`config.mk`:
```
export PLATFORM = sky130hd
export DESIGN_NAME = dxt_block_texture_decoder
export DESIGN_NICKNAME = d
export VERILOG_FILES = /design/src/hdl/dxt_pkg.sv /design/src/hdl/dxt_palette.sv /design/src/hdl/dxt_position.sv /design/src/hdl/dxt_pixel.sv /design/src/hdl/dxt_block_texture_decoder.sv
export SDC_FILE = /design/constraint.sdc
export NUM_CORES = 2
export LEC_CHECK = 0
export BUFFER_PORTS_ARGS = -buffer_cell sky130_fd_sc_hd__buf_2
export CAP_MARGIN = 20
export CORE_MARGIN = 2
export CORE_UTILIZATION = 35
export CTS_BUF_LIST = sky130_fd_sc_hd__clkbuf_8
export CTS_CLUSTER_SIZE = 40
export DETAILED_ROUTE_END_ITERATION = 8
export SETUP_SLACK_MARGIN = 0.4
export SYNTH_ARGS = -nofsm -noshare
export SYNTH_HDL_FRONTEND = slang
export SYNTH_SLANG_ARGS = --single-unit
```
`constraint.sdc`:
```
create_clock -name clk_i -period 10.4 [get_ports clk_i]
set_input_delay 0.52 -clock clk_i [delete_from_list [all_inputs] [get_ports clk_i]]
set_output_delay 0.52 -clock clk_i [all_outputs]
set_load 0.01 [all_outputs]
```
`src/hdl/dxt_pkg.sv`:
```
`timescale 1ns / 1ps

package dxt_pkg;

  localparam int unsigned MAX_BLOCKS_WIDE = 1024;
  localparam int unsigned MAX_BLOCKS_HIGH = 1024;

  localparam int unsigned CFG_SIZE_W  = 11;
  localparam int unsigned CFG_DATA_W  = 11;
  localparam int unsigned CFG_INDEX_W = 2;
  localparam int unsigned ADDR_W      = 24;

  localparam int unsigned COL_W = (MAX_BLOCKS_WIDE > 1) ? $clog2(MAX_BLOCKS_WIDE) : 1;
  localparam int unsigned ROW_W = (MAX_BLOCKS_HIGH > 1) ? $clog2(MAX_BLOCKS_HIGH) : 1;
  localparam int unsigned POS_W = (COL_W > ROW_W) ? COL_W : ROW_W;
  localparam int unsigned CMP_W = ((POS_W > CFG_SIZE_W) ? POS_W : CFG_SIZE_W) + 1;

  typedef enum logic [1:0] {
    MODE_DXT1     = 2'd0,
    MODE_DXT5     = 2'd1,
    MODE_NO_ALPHA = 2'd2
  } mode_e;

  typedef enum logic [CFG_INDEX_W-1:0] {
    CFG_DECODE_MODE      = 2'd0,
    CFG_WIDTH_IN_BLOCKS  = 2'd1,
    CFG_HEIGHT_IN_BLOCKS = 2'd2
  } cfg_index_e;

  typedef struct packed {
    logic [7:0]  alpha_first;
    logic [7:0]  alpha_second;
    logic [47:0] alpha_codes;
    logic [15:0] colour_first;
    logic [15:0] colour_second;
    logic [31:0] colour_codes;
  } in_word_t;

  typedef struct packed {
    logic [ADDR_W-1:0] pixel_address;
    logic [7:0]        red;
    logic [7:0]        green;
    logic [7:0]        blue;
    logic [7:0]        alpha;
    logic              alpha_write;
    logic              block_last;
    logic              image_last;
  } out_word_t;

  typedef struct packed {
    logic [3:0][7:0] red;
    logic [3:0][7:0] green;
    logic [3:0][7:0] blue;
    logic [7:0][7:0] alpha;
    logic            alpha_write;
  } palette_t;

  typedef struct packed {
    logic [COL_W-1:0] col;
    logic [ROW_W-1:0] rows_left;
    logic             last;
  } pos_t;

  typedef struct packed {
    palette_t    palette;
    logic [31:0] colour_codes;
    logic [47:0] alpha_codes;
    pos_t        pos;
  } block_t;

  function automatic logic [CFG_SIZE_W-1:0] sat_size(input logic [CFG_SIZE_W-1:0] v,
                                                      input int unsigned maxv);
    if (v == '0) begin
      return CFG_SIZE_W'(1);
    end
    if (32'(v) > maxv) begin
      return CFG_SIZE_W'(maxv);
    end
    return v;
  endfunction

endpackage

```
`src/hdl/dxt_palette.sv`:
```
`timescale 1ns / 1ps

module dxt_palette import dxt_pkg::*; (
  input  in_word_t in_word_i,
  input  mode_e    mode_i,
  output palette_t palette_o
);

  function automatic logic [7:0] div7(input logic [10:0] n);
    logic [22:0] m;
    m = 23'(n) * 23'(2341);
    return m[21:14];
  endfunction

  function automatic logic [7:0] div5(input logic [10:0] n);
    logic [22:0] m;
    m = 23'(n) * 23'(3277);
    return m[21:14];
  endfunction

  logic [4:0]      r0, r1, b0, b1;
  logic [5:0]      g0, g1;
  logic [7:0]      a0, a1;
  logic            a_gt;
  logic [7:0][7:0] dxt5_lvl;

  assign r0   = in_word_i.colour_first[15:11];
  assign g0   = in_word_i.colour_first[10:5];
  assign b0   = in_word_i.colour_first[4:0];
  assign r1   = in_word_i.colour_second[15:11];
  assign g1   = in_word_i.colour_second[10:5];
  assign b1   = in_word_i.colour_second[4:0];
  assign a0   = in_word_i.alpha_first;
  assign a1   = in_word_i.alpha_second;
  assign a_gt = a0 > a1;

  for (genvar v = 0; v < 4; v++) begin : g_colour
    logic [6:0]  sr, sb;
    logic [7:0]  sg;
    logic [13:0] pr, pg, pb;
    assign sr = 7'(r0) * 7'(3 - v) + 7'(r1) * 7'(v);
    assign sb = 7'(b0) * 7'(3 - v) + 7'(b1) * 7'(v);
    assign sg = 8'(g0) * 8'(3 - v) + 8'(g1) * 8'(v);
    assign pr = 14'(sr) * 14'd85;
    assign pb = 14'(sb) * 14'd85;
    assign pg = 14'(sg) * 14'd85;
    assign palette_o.red[v]   = pr[12:5];
    assign palette_o.blue[v]  = pb[12:5];
    assign palette_o.green[v] = pg[13:6];
  end

  for (genvar k = 0; k < 8; k++) begin : g_alpha
    if (k == 0) begin : g_first
      assign dxt5_lvl[k] = a0;
    end else if (k == 1) begin : g_second
      assign dxt5_lvl[k] = a1;
    end else begin : g_mix
      logic [10:0] n7;
      logic [7:0]  l5;
      assign n7 = 11'(8 - k) * 11'(a0) + 11'(k - 1) * 11'(a1);
      if (k <= 5) begin : g_six
        logic [10:0] n5;
        assign n5 = 11'(6 - k) * 11'(a0) + 11'(k - 1) * 11'(a1);
        assign l5 = div5(n5);
      end else begin : g_fixed
        assign l5 = (k == 6) ? 8'd0 : 8'd255;
      end
      assign dxt5_lvl[k] = a_gt ? div7(n7) : l5;
    end
  end

  always_comb begin
    unique case (mode_i)
      MODE_DXT1: begin
        palette_o.alpha       = {8{8'hFF}};
        palette_o.alpha_write = 1'b1;
      end
      MODE_DXT5: begin
        palette_o.alpha       = dxt5_lvl;
        palette_o.alpha_write = 1'b1;
      end
      default: begin
        palette_o.alpha       = '0;
        palette_o.alpha_write = 1'b0;
      end
    endcase
  end

endmodule

```
`src/hdl/dxt_position.sv`:
```
`timescale 1ns / 1ps

module dxt_position import dxt_pkg::*; (
  input  logic                  clk_i,
  input  logic                  rst_ni,
  input  logic                  advance_i,
  input  logic [CFG_SIZE_W-1:0] width_i,
  input  logic [CFG_SIZE_W-1:0] height_i,
  output pos_t                  pos_o
);

  logic [COL_W-1:0] col_q, col_d, col_eff;
  logic [ROW_W-1:0] row_q, row_d, row_eff;
  logic [CMP_W-1:0] w_x, h_x;
  logic             col_end, row_end;

  assign w_x     = CMP_W'(width_i);
  assign h_x     = CMP_W'(height_i);
  assign col_eff = (CMP_W'(col_q) >= w_x) ? '0 : col_q;
  assign row_eff = (CMP_W'(row_q) >= h_x) ? '0 : row_q;
  assign col_end = CMP_W'(col_eff) == (w_x - CMP_W'(1));
  assign row_end = CMP_W'(row_eff) == (h_x - CMP_W'(1));

  assign pos_o.col       = col_eff;
  assign pos_o.rows_left = ROW_W'(h_x - CMP_W'(1) - CMP_W'(row_eff));
  assign pos_o.last      = col_end && row_end;

  always_comb begin
    col_d = col_q;
    row_d = row_q;
    if (advance_i) begin
      if (col_end) begin
        col_d = '0;
        row_d = row_end ? '0 : row_eff + ROW_W'(1);
      end else begin
        col_d = col_eff + COL_W'(1);
        row_d = row_eff;
      end
    end
  end

  always_ff @(posedge clk_i or negedge rst_ni) begin
    if (!rst_ni) begin
      col_q <= '0;
      row_q <= '0;
    end else begin
      col_q <= col_d;
      row_q <= row_d;
    end
  end

endmodule

```
`src/hdl/dxt_pixel.sv`:
```
`timescale 1ns / 1ps

module dxt_pixel import dxt_pkg::*; (
  input  block_t                blk_i,
  input  logic [3:0]            pix_i,
  input  logic [CFG_SIZE_W-1:0] width_i,
  output out_word_t             word_o
);

  localparam int unsigned PROD_W = ROW_W + 2 + CFG_SIZE_W;

  logic [1:0]        cv;
  logic [2:0]        av;
  logic [ROW_W+1:0]  prow;
  logic [PROD_W-1:0] prod;

  assign cv   = blk_i.colour_codes[{pix_i, 1'b0} +: 2];
  assign av   = blk_i.alpha_codes[6'(pix_i) * 6'd3 +: 3];
  assign prow = {blk_i.pos.rows_left, ~pix_i[3:2]};
  assign prod = PROD_W'(prow) * PROD_W'(width_i);

  assign word_o.pixel_address = ADDR_W'({prod, 2'b00}) + ADDR_W'({blk_i.pos.col, pix_i[1:0]});
  assign word_o.red           = blk_i.palette.red[cv];
  assign word_o.green         = blk_i.palette.green[cv];
  assign word_o.blue          = blk_i.palette.blue[cv];
  assign word_o.alpha         = blk_i.palette.alpha[av];
  assign word_o.alpha_write   = blk_i.palette.alpha_write;
  assign word_o.block_last    = &pix_i;
  assign word_o.image_last    = (&pix_i) && blk_i.pos.last;

endmodule

```
`src/hdl/dxt_block_texture_decoder.sv`:
```
// An accepted block word is registered into blk_q; its pixel words are then registered into out_q for out_word_o.
// One pixel word per cycle from the pixel counter while out_stall_i does not hold the output, sixteen per block.
// The next block word is taken in the cycle its predecessor issues its last pixel.
// Reset clears the block position to zero, the valid flags and the pixel counter,
// and sets decode_mode 0, width_in_blocks 1 and height_in_blocks 1.
`timescale 1ns / 1ps

module dxt_block_texture_decoder import dxt_pkg::*; (
  input  logic                   clk_i,
  input  logic                   rst_ni,
  input  logic                   cfg_we_i,
  input  logic [CFG_INDEX_W-1:0] cfg_index_i,
  input  logic [CFG_DATA_W-1:0]  cfg_data_i,
  input  logic                   in_valid_i,
  output logic                   in_stall_o,
  input  in_word_t               in_word_i,
  output logic                   out_valid_o,
  input  logic                   out_stall_i,
  output out_word_t              out_word_o
);

  mode_e                 mode_q;
  logic [CFG_SIZE_W-1:0] width_q, height_q, w_eff, h_eff;
  palette_t              palette;
  pos_t                  pos_cur;
  block_t                blk_q;
  logic                  blk_valid_q;
  logic [3:0]            pix_q;
  out_word_t             pix_word, out_q;
  logic                  out_valid_q;
  logic                  out_free, pix_fire, blk_done, in_fire;

  always_ff @(posedge clk_i or negedge rst_ni) begin
    if (!rst_ni) begin
      mode_q   <= MODE_DXT1;
      width_q  <= CFG_SIZE_W'(1);
      height_q <= CFG_SIZE_W'(1);
    end else if (cfg_we_i) begin
      case (cfg_index_i)
        CFG_DECODE_MODE:      mode_q   <= mode_e'(cfg_data_i[1:0]);
        CFG_WIDTH_IN_BLOCKS:  width_q  <= cfg_data_i[CFG_SIZE_W-1:0];
        CFG_HEIGHT_IN_BLOCKS: height_q <= cfg_data_i[CFG_SIZE_W-1:0];
        default: ;
      endcase
    end
  end

  assign w_eff = sat_size(width_q, MAX_BLOCKS_WIDE);
  assign h_eff = sat_size(height_q, MAX_BLOCKS_HIGH);

  assign out_free   = !out_valid_q || !out_stall_i;
  assign pix_fire   = blk_valid_q && out_free;
  assign blk_done   = pix_fire && (&pix_q);
  assign in_stall_o = blk_valid_q && !blk_done;
  assign in_fire    = in_valid_i && !in_stall_o;

  dxt_palette u_palette (
    .in_word_i (in_word_i),
    .mode_i    (mode_q),
    .palette_o (palette)
  );

  dxt_position u_position (
    .clk_i     (clk_i),
    .rst_ni    (rst_ni),
    .advance_i (in_fire),
    .width_i   (w_eff),
    .height_i  (h_eff),
    .pos_o     (pos_cur)
  );

  dxt_pixel u_pixel (
    .blk_i   (blk_q),
    .pix_i   (pix_q),
    .width_i (w_eff),
    .word_o  (pix_word)
  );

  always_ff @(posedge clk_i or negedge rst_ni) begin
    if (!rst_ni) begin
      blk_valid_q <= 1'b0;
      pix_q       <= '0;
      out_valid_q <= 1'b0;
    end else begin
      if (in_fire) begin
        blk_valid_q <= 1'b1;
      end else if (blk_done) begin
        blk_valid_q <= 1'b0;
      end
      if (pix_fire) begin
        pix_q <= pix_q + 4'd1;
      end
      if (out_free) begin
        out_valid_q <= pix_fire;
      end
    end
  end

  always_ff @(posedge clk_i) begin
    if (in_fire) begin
      blk_q.palette      <= palette;
      blk_q.colour_codes <= in_word_i.colour_codes;
      blk_q.alpha_codes  <= in_word_i.alpha_codes;
      blk_q.pos          <= pos_cur;
    end
    if (pix_fire) begin
      out_q <= pix_word;
    end
  end

  assign out_valid_o = out_valid_q;
  assign out_word_o  = out_q;

`ifndef SYNTHESIS
  a_idle_counter_zero: assert property (@(posedge clk_i) disable iff (!rst_ni)
    !blk_valid_q |-> pix_q == 4'd0)
    else $error("pixel counter not at zero without a block");

  a_counter_wraps: assert property (@(posedge clk_i) disable iff (!rst_ni)
    blk_done |=> pix_q == 4'd0)
    else $error("pixel counter did not wrap after last pixel");

  a_image_last_on_block_last: assert property (@(posedge clk_i) disable iff (!rst_ni)
    out_valid_q && out_q.image_last |-> out_q.block_last)
    else $error("image_last without block_last");

  a_column_in_range: assert property (@(posedge clk_i) disable iff (!rst_ni)
    CMP_W'(pos_cur.col) < CMP_W'(w_eff))
    else $error("block column beyond image width");
`endif

endmodule

```
Word level (Yosys, flattened, before mapping). Index checks and enable logic that the tools add are counted.

Shift operators: 2. Mux-type cells: 36. Equality and inequality tests: 5. $lt $le $gt $ge: 7. Div/mod/pow operators: 0. Bitwise operators: 1. $add $sub $neg: 23. $mul: 36. Reductions and logical operators: 20.

Operators by type and width (number): $mul 11x12->22 const B (10); $pmux 65 s2 (1); $mul 7x7->13 const B (8); $mux 11 (8); $mux 8 (10); $mul 8x7->14 const B (4); $mux 10 (5); $bmux 8 s2 (3); $shiftx 48x7->3 (1); $mul 2x8->10 const A (4); $shiftx 32x6->2 (1); $mul 5x2->7 const B (4); $add 24x12->24 (1); $bmux 8 s3 (1); $eq 10x12->1 (2); $sub 11x1->12 const B (2); $add 10x10->11 (2); $ge 10x11->1 (2); $gt 11x11->1 const B (2); $logic_not 11->1 (2); $mul 12x11->22 (1); $mul 3x8->11 const A (2); $add 10x1->10 const B (2); $mul 6x2->8 const B (2); 29 further kinds (50).

Input bits: 146. Memories kept: 0. ROM bits: 0. Memory bits (writable): 0. Output and inout port bits: 61. Latch bits: 0. Bits in registers: 371. Logic and storage cells: 172.

Logic depth before layout (Yosys ltp).
Word-level depth: 10. Depth in mapped cells: 34.

Modules after synthesis. A second synthesis with hierarchy kept.

Cells, all modules: 4948. Area total of the unflattened synthesis: 52420.3 µm².

Modules (own cells, without submodules): dxt_palette (times used 1, cells an instance 3450, seq. area each 0.0 µm², area each 31779.2 µm²); dxt_block_texture_decoder (times used 1, cells an instance 428, seq. area each 10392.5 µm², area each 11081.9 µm²); dxt_pixel (times used 1, cells an instance 691, seq. area each 0.0 µm², area each 6721.4 µm²); dxt_position (times used 1, cells an instance 379, seq. area each 500.5 µm², area each 2837.7 µm²).

Worst setup path after synthesis. Ideal clock, no wire load.

Path kind: reg2reg. Start point: register pix_q[2]. End point: register u_position.row_q[1]. Data required time: 10268 ps. Cell stages (with the launch flop): 10. Clock period less this slack: 10226 ps. Arrival: 10094 ps. Slack: 174 ps. Library setup time: 132 ps. Cell sequence: dfrtp_1 -> clkbuf_1 -> and3_1 -> nand2_1 -> nand2_1 -> nand2_1 -> inv_1 -> clkbuf_1 -> o21ai_0 -> a22o_1.

RTL lines: start: declaration (RTL line dxt_block_texture_decoder.sv:28) `logic [3:0] pix_q;`; start signal: assignment (RTL line dxt_block_texture_decoder.sv:91) `pix_q <= pix_q + 4'd1;`; end signal: assignment (RTL line dxt_position.sv:48) `row_q <= row_d;`; end: declaration (RTL line dxt_position.sv:13) `logic [ROW_W-1:0] row_q, row_d, row_eff;`.

==> out/results.md <==
| Result | Reported |
|---|---|
| # H-tree levels | 3 |
| Placed standard-cell area | 54700 um^2 |
| Cell count after synthesis | 4838 |
| CTS tree | done |
| Syn-to-layout area delta | 11.1% |
| Core Box Area | 146000 um^2 |
| # fillers | 14202 |
| Sum Neg Setup Slack | 0 ps |
| Die X-Extent | 387 um |
| Antenna violations before repair | 6 |
| Synth async-reset ratio | 0.135 |
| Number of global-route vias before repair | 36677 |
| Initial DRC Count | 1626 |
| Cell Area, Synth | 51400 um^2 |
| Type of origin of the critical path | input pin |
| Most frequent cells in the layout | 1242 x ha_1, 750 x inv_1, 406 x fa_1 |
| Max Root-Sink Buffers | 3 |
| Post-cts repair resize count | 0 |
| Count of nets left with antenna violations after detail routing | 0 |
| Routed wire length per instance | 17.2 um |
| Least setup slack across all paths after layout | 2500 ps |
| Shortest clock period the worst path allows after layout | 7900 ps |
| Maximum fanout encountered on the critical timing path | 15 |
| Kind of end point of the critical path | flop |
| Global-route congestion overflow total | 0 |
| Number of flops mapped to enable cells by yosys | 321 |
| Clock tree sinks | 371 |
| Share of post-route cells with drive strength above 1 | 0.0881 |
| Final Hold Vio Count | 0 |
| Crit share post-route | 0.760 |
| Register area share after synthesis | 0.212 |
| Final Cell Area | 57100 um^2 |
| Overall die area | 150000 um^2 |
| Worst setup skew after layout | 29.1 ps |
| Buffer cell driving the clock tree root | clkbuf_8 |
| Min-Delay Path Class | input pin to flop |
| Flip-flop and latch count after synthesis | 371 |
| Die Ht | 387 um |
| Final HPWL DP | 99500 um |
| Most common cell after layout, fill and taps aside | ha_1 |
| Final-layout worst hold slack | 70.0 ps |
| Placer's final routability congestion estimate | 0.880 |
| Max-cap check violation count | 0 |
| Floorplan row count | 140 |
| Clk slew on worst S/H paths | 60 ps |
| IO buf count | 206 |
| Average footprint of a synthesized cell | 10.6 um^2 |
| Via/cell ratio | 4.93 |
| Status | completed |
| Global-route wire length before repair | 197000 um |
| IO Pins | 207 |
| Ys Warns | 0 |
| Setup Viol. Count Final | 0 |
| GRT Overall Usage | 0.165 |
| Final Net Count | 6946 |
| Required @ worst endpoint | 10930 ps |
| Distinct cells, synth | 77 |
| Max-slew violation total from the final report | 0 |
| Detailed-route DRC error count | 0 |
| Initial cell density of the core | 0.353 |
| Top_reg_cell synth | edfxtp_1 |
| Syn nets | 6632 |
| Data arrival time of the critical path | 8440 ps |
| Worst rel slew slack | 0.254 |
| Maximum number of pins on one net before global-route repair | 145 |
| Clk_lat worst skew | 730 ps |
| CP Class | input pin to flop |
| Via count | 35194 |
| Clock buffers created by TritonCTS | 72 |
| Length of the first detailed-routing pass in iterations | 5 |
| Transition time at the pin with the least slew margin | 1120 ps |
| Achievable frequency | 0.127 GHz |
| Post-placement worst setup slack | 1170 ps |
| RSZ-0062 raised after global routing | false |
| Aggregate routed wire length | 123000 um |
-- state kept, by name, indices dropped and copies added (netlist names) --
register          cells
blk_q               262
pix_q                 4
out_word_o           59
height_q             11
u_position.row_q     10
out_valid_o           1
u_position.col_q     10
blk_valid_q           1
mode_q                2
width_q              11
-- per-layer routing --
metal	track usage	share of wire
met3	0.0231	0.039
met2	0.280	0.48
met5	0	0.00011
met4	0.0412	0.021
met1	0.222	0.46
-- cells in the mapped netlist (all sizes together) (5+ instances only) --
| master | n | area share |
|---|---|---|
| a21o | 120 | 0.018 |
| mux2i | 7 | 0.0014 |
| a31o | 10 | 0.0017 |
| nand4 | 18 | 0.0022 |
| a31oi | 22 | 0.0027 |
| nor2b | 61 | 0.0074 |
| o211ai | 11 | 0.0017 |
| and3 | 20 | 0.0024 |
| nand3 | 56 | 0.0055 |
| nor3b | 6 | 0.00088 |
| a2111oi | 5 | 0.0012 |
| a21boi | 7 | 0.0010 |
| and2 | 51 | 0.0062 |
| ha | 1242 | 0.30 |
| o31ai | 11 | 0.0016 |
| buf | 16 | 0.0015 |
| nand2b | 60 | 0.0073 |
| a21oi | 252 | 0.025 |
| o21a | 38 | 0.0056 |
| nor4 | 12 | 0.0018 |
| xnor2 | 263 | 0.045 |
| nor2 | 204 | 0.015 |
| fa | 406 | 0.16 |
| clkbuf | 62 | 0.0045 |
| or4 | 8 | 0.0013 |
| mux2 | 31 | 0.0068 |
| nand2 | 204 | 0.015 |
| or3 | 7 | 0.00085 |
| mux4 | 65 | 0.028 |
| nor3 | 53 | 0.0053 |
| o21ai | 132 | 0.013 |
| or2 | 8 | 0.00097 |
| xor2 | 126 | 0.021 |
| a221oi | 20 | 0.0034 |
| inv | 734 | 0.054 |
| dfrtp | 48 | 0.023 |
| a211oi | 9 | 0.0013 |
| edfxtp | 321 | 0.19 |
| o21bai | 55 | 0.0080 |
-- cell families after synthesis --
| logic type | synth area share |
|---|---|
| flops | 0.212 |
| buf+inv | 0.0597 |
| mux | 0.0367 |
| simple gates | 0.0741 |
| xor+xnor | 0.0663 |
| compound gates | 0.0906 |
| fa+ha+maj | 0.461 |
-- worst paths after layout --
path                                 from        endpoint  slack, ps  depth (start not counted)
hold / removal              in_word_i[22]       blk_q[91]         70                          1
setup reg to reg               width_q[8]  out_word_o[57]       2750                         23
max in group asynchronous          rst_ni       mode_q[1]       9400                          3
min in group asynchronous          rst_ni     blk_valid_q        450                          3
hold reg to reg                blk_q[101]   out_word_o[2]        420                          0
setup / recovery           in_word_i[121]      blk_q[133]       2500                         28
-- stage by stage --
stage                     utilization  cells
after floorplan                     -   4838
after global placement          0.375   6906
after detailed placement        0.375   6906
after CTS                       0.391   7122
after global routing            0.392   7130
final                           0.392   7132
-- critical path, cell delays in order --
cell	delay [ps]
buf_2	410
inv_1	290
fa_1	520
xnor2_1	390
ha_1	350
a21oi_1	220
o21bai_1	100
a21oi_1	250
nor2b_1	80
o21a_1	190
o21a_1	220
nor2_1	370
ha_1	280
fa_1	460
inv_1	110
fa_1	440
fa_1	540
fa_1	550
inv_1	40
ha_1	200
a2111oi_0	340
dlymetal6s2s_1	250
o311ai_0	230
a31o_2	300
a21o_1	200
a21oi_1	180
xnor2_1	90
a221oi_1	290
-- repair_timing --
item,CTS,global route
endpoints found under the hold margin,141,0
hold buffers,86,0
buffers inserted,0,0
-- layout make-up --
class / count / area, um^2 / area share
Antenna cell: 7 / 17.5 / 0.000307
Inverter: 734 / 2760 / 0.0484
Timing Repair Buffer: 318 / 2120 / 0.0372
Clock buffer: 75 / 1030 / 0.0181
Tap cell: 1917 / 2400 / 0.0420
Sequential cell: 371 / 10900 / 0.191
Multi-Input combinational cell: 3655 / 37400 / 0.656
Clock inverter: 55 / 409 / 0.00717
Power is left out: the tool's default activity adds up to more than one toggle a clock period on the data nets, which glitch-free logic cannot reach.
